--- src/rtl/mau_pkg.sv ---
// Shared types, constants and helper functions of the modular arithmetic unit.
package mau_pkg;

   localparam logic [29:0] MODULUS    = 30'd1000000007;
   localparam logic [31:0] MODULUS_X2 = 32'd2000000014;
   // floor(2^60 / MODULUS), the Barrett reciprocal
   localparam logic [30:0] BARRETT_MU = 31'd1152921496;
   // 2^30 mod MODULUS, weight of one 30-bit slice of the reduce magnitude
   localparam logic [29:0] RADIX_30   = 30'd73741817;
   // Fermat exponent MODULUS - 2
   localparam logic [62:0] INV_EXP    = 63'd1000000005;
   // reduce folds two 30-bit slices below the top four magnitude bits
   localparam logic [5:0]  RED_LAST   = 6'd1;
   localparam logic [5:0]  EXP_LAST   = 6'd62;

   typedef enum logic [3:0] {
      KIND_REDUCE = 4'd0,
      KIND_ADD    = 4'd1,
      KIND_SUB    = 4'd2,
      KIND_NEG    = 4'd3,
      KIND_MUL    = 4'd4,
      KIND_POW    = 4'd5,
      KIND_INV    = 4'd6,
      KIND_DIV    = 4'd7,
      KIND_EQUAL  = 4'd8
   } kind_type;

   typedef enum logic [1:0] {
      SEL_A_B,
      SEL_ACC_ACC,
      SEL_ACC_BASE,
      SEL_ACC_A
   } mul_sel_type;

   typedef enum logic [3:0] {
      ST_IDLE,
      ST_RED_GO,
      ST_RED_WAIT,
      ST_MUL_GO,
      ST_MUL_WAIT,
      ST_SQ_GO,
      ST_SQ_WAIT,
      ST_MB_GO,
      ST_MB_WAIT,
      ST_FIN_GO,
      ST_FINISH
   } state_type;

   typedef struct packed {
      logic        load;
      logic        red_step;
      logic        mul_go;
      mul_sel_type mul_sel;
      logic        exp_shift;
      logic        finish;
   } cmd_type;

   typedef struct packed {
      logic mul_done;
      logic exp_msb;
   } status_type;

   // one conditional subtract is enough: 2^30 < 2 * MODULUS
   function automatic logic [29:0] fold(input logic [29:0] v);
      fold = (v >= MODULUS) ? v - MODULUS : v;
   endfunction

   function automatic logic [29:0] add_mod(input logic [29:0] x, input logic [29:0] y);
      logic [30:0] s;
      s = {1'b0, x} + {1'b0, y};
      add_mod = (s >= {1'b0, MODULUS}) ? 30'(s - {1'b0, MODULUS}) : s[29:0];
   endfunction

   function automatic logic [29:0] neg_mod(input logic [29:0] x);
      neg_mod = (x == 30'd0) ? 30'd0 : MODULUS - x;
   endfunction

endpackage

--- src/rtl/mau_ctrl.sv ---
// Sequencer: decodes the operation and steps the reduce and square-and-multiply loops.
module mau_ctrl (
   input  logic                 clock,
   input  logic                 reset,
   input  logic                 start,
   input  logic [3:0]           req_kind,
   input  mau_pkg::status_type  status,
   output mau_pkg::cmd_type     cmd,
   output logic                 busy,
   output logic                 rsp_strobe
);

   mau_pkg::state_type state_ff, state_in;
   logic [5:0] cnt_ff, cnt_in;
   logic [3:0] kind_ff, kind_in;
   logic       strobe_ff, strobe_in;
   logic       last_bit;

   always_ff @(posedge clock) begin
      if (reset) begin
         state_ff  <= mau_pkg::ST_IDLE;
         strobe_ff <= 1'b0;
         cnt_ff    <= 6'd0;
         kind_ff   <= 4'd0;
      end else begin
         state_ff  <= state_in;
         strobe_ff <= strobe_in;
         cnt_ff    <= cnt_in;
         kind_ff   <= kind_in;
      end
   end

   assign last_bit = (cnt_ff == mau_pkg::EXP_LAST);

   always_comb begin
      state_in  = state_ff;
      cnt_in    = cnt_ff;
      kind_in   = kind_ff;
      strobe_in = 1'b0;
      cmd       = '0;
      cmd.mul_sel = mau_pkg::SEL_A_B;
      case (state_ff)
         mau_pkg::ST_IDLE: begin
            if (start) begin
               cmd.load = 1'b1;
               kind_in  = req_kind;
               cnt_in   = 6'd0;
               case (req_kind)
                  mau_pkg::KIND_REDUCE: state_in = mau_pkg::ST_RED_GO;
                  mau_pkg::KIND_MUL:    state_in = mau_pkg::ST_MUL_GO;
                  mau_pkg::KIND_POW,
                  mau_pkg::KIND_INV,
                  mau_pkg::KIND_DIV:    state_in = mau_pkg::ST_SQ_GO;
                  default:              state_in = mau_pkg::ST_FINISH;
               endcase
            end
         end
         mau_pkg::ST_RED_GO: begin
            // acc times 2^30 mod p, next slice added on capture
            cmd.mul_go  = 1'b1;
            cmd.mul_sel = mau_pkg::SEL_ACC_BASE;
            state_in    = mau_pkg::ST_RED_WAIT;
         end
         mau_pkg::ST_RED_WAIT: begin
            if (status.mul_done) begin
               cmd.red_step = 1'b1;
               if (cnt_ff == mau_pkg::RED_LAST) begin
                  state_in = mau_pkg::ST_FINISH;
               end else begin
                  cnt_in   = cnt_ff + 6'd1;
                  state_in = mau_pkg::ST_RED_GO;
               end
            end
         end
         mau_pkg::ST_MUL_GO: begin
            cmd.mul_go  = 1'b1;
            cmd.mul_sel = mau_pkg::SEL_A_B;
            state_in    = mau_pkg::ST_MUL_WAIT;
         end
         mau_pkg::ST_MUL_WAIT: begin
            if (status.mul_done) begin
               state_in = mau_pkg::ST_FINISH;
            end
         end
         mau_pkg::ST_SQ_GO: begin
            cmd.mul_go  = 1'b1;
            cmd.mul_sel = mau_pkg::SEL_ACC_ACC;
            state_in    = mau_pkg::ST_SQ_WAIT;
         end
         mau_pkg::ST_SQ_WAIT: begin
            if (status.mul_done) begin
               if (status.exp_msb) begin
                  state_in = mau_pkg::ST_MB_GO;
               end else begin
                  cmd.exp_shift = 1'b1;
                  if (last_bit) begin
                     state_in = (kind_ff == mau_pkg::KIND_DIV) ?
                                mau_pkg::ST_FIN_GO : mau_pkg::ST_FINISH;
                  end else begin
                     cnt_in   = cnt_ff + 6'd1;
                     state_in = mau_pkg::ST_SQ_GO;
                  end
               end
            end
         end
         mau_pkg::ST_MB_GO: begin
            cmd.mul_go  = 1'b1;
            cmd.mul_sel = mau_pkg::SEL_ACC_BASE;
            state_in    = mau_pkg::ST_MB_WAIT;
         end
         mau_pkg::ST_MB_WAIT: begin
            if (status.mul_done) begin
               cmd.exp_shift = 1'b1;
               if (last_bit) begin
                  state_in = (kind_ff == mau_pkg::KIND_DIV) ?
                             mau_pkg::ST_FIN_GO : mau_pkg::ST_FINISH;
               end else begin
                  cnt_in   = cnt_ff + 6'd1;
                  state_in = mau_pkg::ST_SQ_GO;
               end
            end
         end
         mau_pkg::ST_FIN_GO: begin
            // divide: inverse of b times a
            cmd.mul_go  = 1'b1;
            cmd.mul_sel = mau_pkg::SEL_ACC_A;
            state_in    = mau_pkg::ST_MUL_WAIT;
         end
         mau_pkg::ST_FINISH: begin
            cmd.finish = 1'b1;
            strobe_in  = 1'b1;
            state_in   = mau_pkg::ST_IDLE;
         end
         default: state_in = mau_pkg::ST_IDLE;
      endcase
   end

   assign busy       = (state_ff != mau_pkg::ST_IDLE);
   assign rsp_strobe = strobe_ff;

endmodule

--- config.mk ---
export PLATFORM = sky130hd
export DESIGN_NAME = mau_ctrl
export DESIGN_NICKNAME = d
export VERILOG_FILES = /design/src/rtl/mau_pkg.sv /design/src/rtl/mau_ctrl.sv
export SDC_FILE = /design/constraint.sdc
export NUM_CORES = 1
export LEC_CHECK = 0
export BUFFER_PORTS_ARGS = -buffer_cell sky130_fd_sc_hd__buf_4
export CORE_MARGIN = 1.5
export CORE_UTILIZATION = 35
export DETAILED_ROUTE_END_ITERATION = 12
export PLACE_DENSITY = 0.54
export SETUP_SLACK_MARGIN = 0.02
export SLEW_MARGIN = 20
export SYNTH_ARGS = -nofsm -noshare
export SYNTH_HDL_FRONTEND = slang
export SYNTH_SLANG_ARGS = --single-unit
--- constraint.sdc ---
create_clock -name clock -period 2.45 [get_ports clock]
set_clock_uncertainty 0.1 [all_clocks]
set_input_delay 0.3675 -clock clock [delete_from_list [all_inputs] [get_ports clock]]
set_output_delay 0.3675 -clock clock [all_outputs]
set_load 0.01 [all_outputs]
Word-level counts from Yosys, hierarchy flattened --
Cells that the tools add are included.
Word-level totals: flip-flop bits (word level) 15, input bits 9, output and inout port bits 9, logic and storage cells 67
Cells by class: add/subtract/negate cells 1, equal/unequal tests 24, multiplexer cells 28, reductions and logical operators 10
Operators with widths (number):
- 2-to-1 mux 6 bit | 7
- equality test 4 x 3 -> 1 bit (second input constant) | 9
- one-hot mux 4 bit (9 select lines) | 1
- 2-to-1 mux 4 bit | 8
- one-hot mux 6 bit (4 select lines) | 1
- != test 2 bit (second input constant) | 7
- equality test 4 bit (second input constant) | 3
- one-hot mux 3 bit (4 select lines) | 1
- one-hot mux 4 bit (3 select lines) | 1
- equality test 4 x 2 -> 1 bit (second input constant) | 2
- logical NOT 4 bit | 2
- nonzero test 4 bit | 2
- 2-to-1 mux 1 bit | 7
- AND reduction 7 bit | 1
- adder 6 x 1 -> 6 bit (second input constant) | 1
- equality test 6 x 1 -> 1 bit (second input constant) | 1
- equality test 6 bit (second input constant) | 1
- AND reduction 5 bit | 1
- equality test 4 x 1 -> 1 bit (second input constant) | 1
- OR reduction 2 bit | 2
- OR reduction 3 bit | 1
- 2-to-1 mux 2 bit | 1
- one-hot mux 1 bit (2 select lines) | 1
- AND reduction 2 bit | 1

Logic depth before layout (Yosys ltp) --
depth after elaboration 6, mapped depth 7, depth with buffers taken out 7

Worst setup path after synthesis --
No wires, ideal clock.
kind register to output, from register state_ff[0], to output port cmd[1] (netlist name), data arrival time 1304 ps, data required time 1982 ps, setup slack 678 ps, cell stages (with the launch flop) 5, path buffers 1, cells stage by stage dfxtp_1 -> buf_2 -> or4b_1 -> o21ai_1 -> and3_1
RTL lines:
- start, declared | line mau_ctrl.sv:13 | mau_pkg::state_type state_ff, state_in;
- start signal, assigned | line mau_ctrl.sv:21 | state_ff <= mau_pkg::ST_IDLE;
- start signal, assigned | line mau_ctrl.sv:26 | state_ff <= state_in;
- end, declared | line mau_ctrl.sv:8 | output mau_pkg::cmd_type cmd,

==> results.yml <==
worst_setup_path:
  critPathRequiredTime_ns: 1.98
  start_kind: "flop"
  r2r-end: "cnt_ff[5]"
  timing.rr.start: "state_ff[3]"
  crit_end: "cmd[1]"
  rr_worst_depth: 6
  rrSetupSlack_ns: 0.50
  path_max_fanout: 20
  startpoint: "state_ff[0]"
  critical_path_class: "reg2out"
  cp.arrival_ns: 1.79
  crit_path_end_kind: "primary output"
placed_design:
  post-dp-hpwl_um: 2070
  place_congestion: 0.843
  portBuffers: 17
timing:
  worstMarginPinSlew_ns: 0.467
  finalMaxSlewViolations: 0
  timing.hold.ws_ns: 0.208
  final_hold_viol_count: 0
  finalSetupViolCount: 0
  rsz0062_at_grt: "false"
  min_period_ns: 2.25
  fin_crit_sh_pct: 91.9
  timing.slew.headroom_pct: 68.5
  max_freq_mhz: 444
  timing.setup.tns_ns: 0
global_routing:
  overflow: 0
  grt_pass1_wl_um: 4440
  antenna_found_initial: 0
  grt_max_degree: 23
  grt_busiest_layer: "met2"
  met2_usage_pct: 25.6
  use_met1_pct: 23.6
  grtUsageTotal_pct: 16.8
  grtUsageMet3_pct: 3.25
  grt_pass1_vias: 916
synthesis:
  synth_ff_type: "dfxtp_1"
  synth_top_area_share_pct: 26.7
  synth_edf_count: 0
  synth_area_leaders: "dfxtp_1 27%, nor2_1 5.0%, mux2i_1 4.5%, ha_1 3.3%, a21oi_1 3.1%"
  synth_area_um2: 1120
  yosys-top-cells-count: "15 x dfxtp_1, 15 x nor2_1, 9 x nand2_1"
  ys_warn_count: 0
  ys_types: 47
  synthCells: 142
  synth_nets: 154
  ys_seq_elements: 15
  synth.avg_cell_area_um2: 7.91
  yosysTopAreaCell: "dfxtp_1"
  yosysSeqAreaShare_pct: 26.7
  async_flop_share_pct: 0
clocking:
  clock_latency_ns: 0.30
  clk_root_buffer_cell: "clkbuf_4"
  htree_levels: 1
  numClockSinks: 15
  tritoncts: "built"
  cts_buffers: 3
  path_clk_slew_ns: 0.11
  clk_path_buf_depth: 2
final_layout:
  nFillCells: 335
  drive_gt1_share_pct: 21.8
  num_antenna_cells: 0
  seq_area_um2: 305
  nets: 169
  synthToLayoutAreaGrowth_pct: 16.6
  multi_input_area_um2: 747
  finish.utilization_pct: 42.9
floorplanning:
  num_rows: 20
  die_w_um: 59.7
  die_area_um2: 3560
  initial_utilization_pct: 36.8
  ioPinCount: 18
  die_h_um: 59.7
  core_um2: 3050
power_and_ir_drop:
  power.leakage_nw: 0.492
  ir_drop_v: 0.000443
  pwr_density_cell_nw_per_um2: 1010
drt:
  route.vias.total: 1064
  viasPerCell: 5.32
  drt_wl_total_um: 2760
  drt_pass1_iterations: 4
  wire_per_inst_um: 13.8
  ant_nets: 0
  drc: 0
  drtIter0Drc: 18
flow_run:
  maxCapViolations: 0
status:
  outcome: "finished, final reports clean"
worst_hold_path:
  hold_class: "in2reg"
## cells in the final DEF, fill, tap and decap left out, types with 2 or more instances in the layout
master / instances
buf_4: 20
nor2_1: 15
dfxtp_1: 11
nand2_1: 9
a21oi_1: 7
nand3_1: 7
o21ai_0: 7
inv_1: 6
nand2b_1: 5
nor3_1: 5
mux2i_1: 5
nor4_1: 4
and2_1: 4
dfxtp_2: 4
nand4_1: 3
o21a_1: 3
ha_1: 3
clkbuf_4: 3
nor2b_1: 2
or2_1: 2
or4b_1: 2
and3_1: 2
nand4b_1: 2
a31oi_1: 2
nand3b_1: 2
## routing by layer
| layer | part of all wire [%] | wire length [um] |
|---|---|---|
| met1 | 49 | 1350 |
| met4 | 1.2 | 33 |
| met5 | 0 | 0 |
| met2 | 46 | 1280 |
| met3 | 3.7 | 102 |
## power breakdown
| part | internal [W] | leakage, nW | switching (W) |
|---|---|---|---|
| registers | 0.000304 | 0.124 | 0.000147 |
| logic | 0.000351 | 0.355 | 0.000366 |
| clock network | 0.0000622 | 0.0139 | 0.0000967 |
## sequential cells by signal, summed over array words and instances, names as in the netlist
signal,cells
cnt_ff,6
rsp_strobe,1
state_ff,4
kind_ff,4
## kinds of logic after synthesis
kind of cell               Yosys count  share of synthesized area [%]
and+or+nand+nor                     70                           37.2
AOI/OAI and AO/OA                   31                           19.9
buffers and inverters               16                           6.79
DFF                                 15                           26.7
muxes                                5                           4.45
adders and majority gates            3                           3.34
xor gates and xnor gates             2                           1.56
## how the worst min path moves through the flow
stage	to	slack, ns	from	depth (start not counted)
2_1_floorplan	kind_ff[3]	0.35	kind_ff[3]	2
3_3_place_gp	kind_ff[1]	0.38	kind_ff[1]	2
3_5_place_dp	kind_ff[3]	0.40	kind_ff[3]	2
4_1_cts	kind_ff[3]	0.21	reset	2
5_1_grt	rsp_strobe	0.22	reset	2
6_report	kind_ff[3]	0.21	reset	2
## critical path: stages (launching register included)
cell     delay (ns)
dfxtp_2        0.44
or4b_1         0.55
o21ai_1        0.18
and3_1         0.20
buf_4          0.11
## per-stage QoR
step | cell area [um^2] | cells | total power [W] | setup slack, ns
detailed placement | 1270 | 196 | 0.00117 | 0.304
floorplan | 1120 | 142 | 0.000965 | 0.678
finish | 1310 | 200 | 0.00133 | 0.197
CTS | 1310 | 200 | 0.00132 | 0.0536
global route | 1310 | 200 | 0.00143 | 0.104
global placement | 1270 | 196 | 0.00116 | 0.354
## what timing repair did
item / in CTS / in global routing
endpoints found under the hold margin: 0 / 0
setup endpoints to repair: 0 / 3
gates resized for setup: 0 / 4
setup buffers: 0 / 0
hold buffers: 0 / 0
## final cells by class
class | count | share of cell area, %
Clock buffer | 3 | 1.72
Clock inverter | 1 | 0.573
Tap cell | 44 | 4.20
Inverter | 6 | 1.72
Multi-Input combinational cell | 111 | 57.0
Sequential cell | 15 | 23.3
Timing Repair Buffer | 20 | 11.5
No activity file was read; power rests on OpenSTA's default activity.
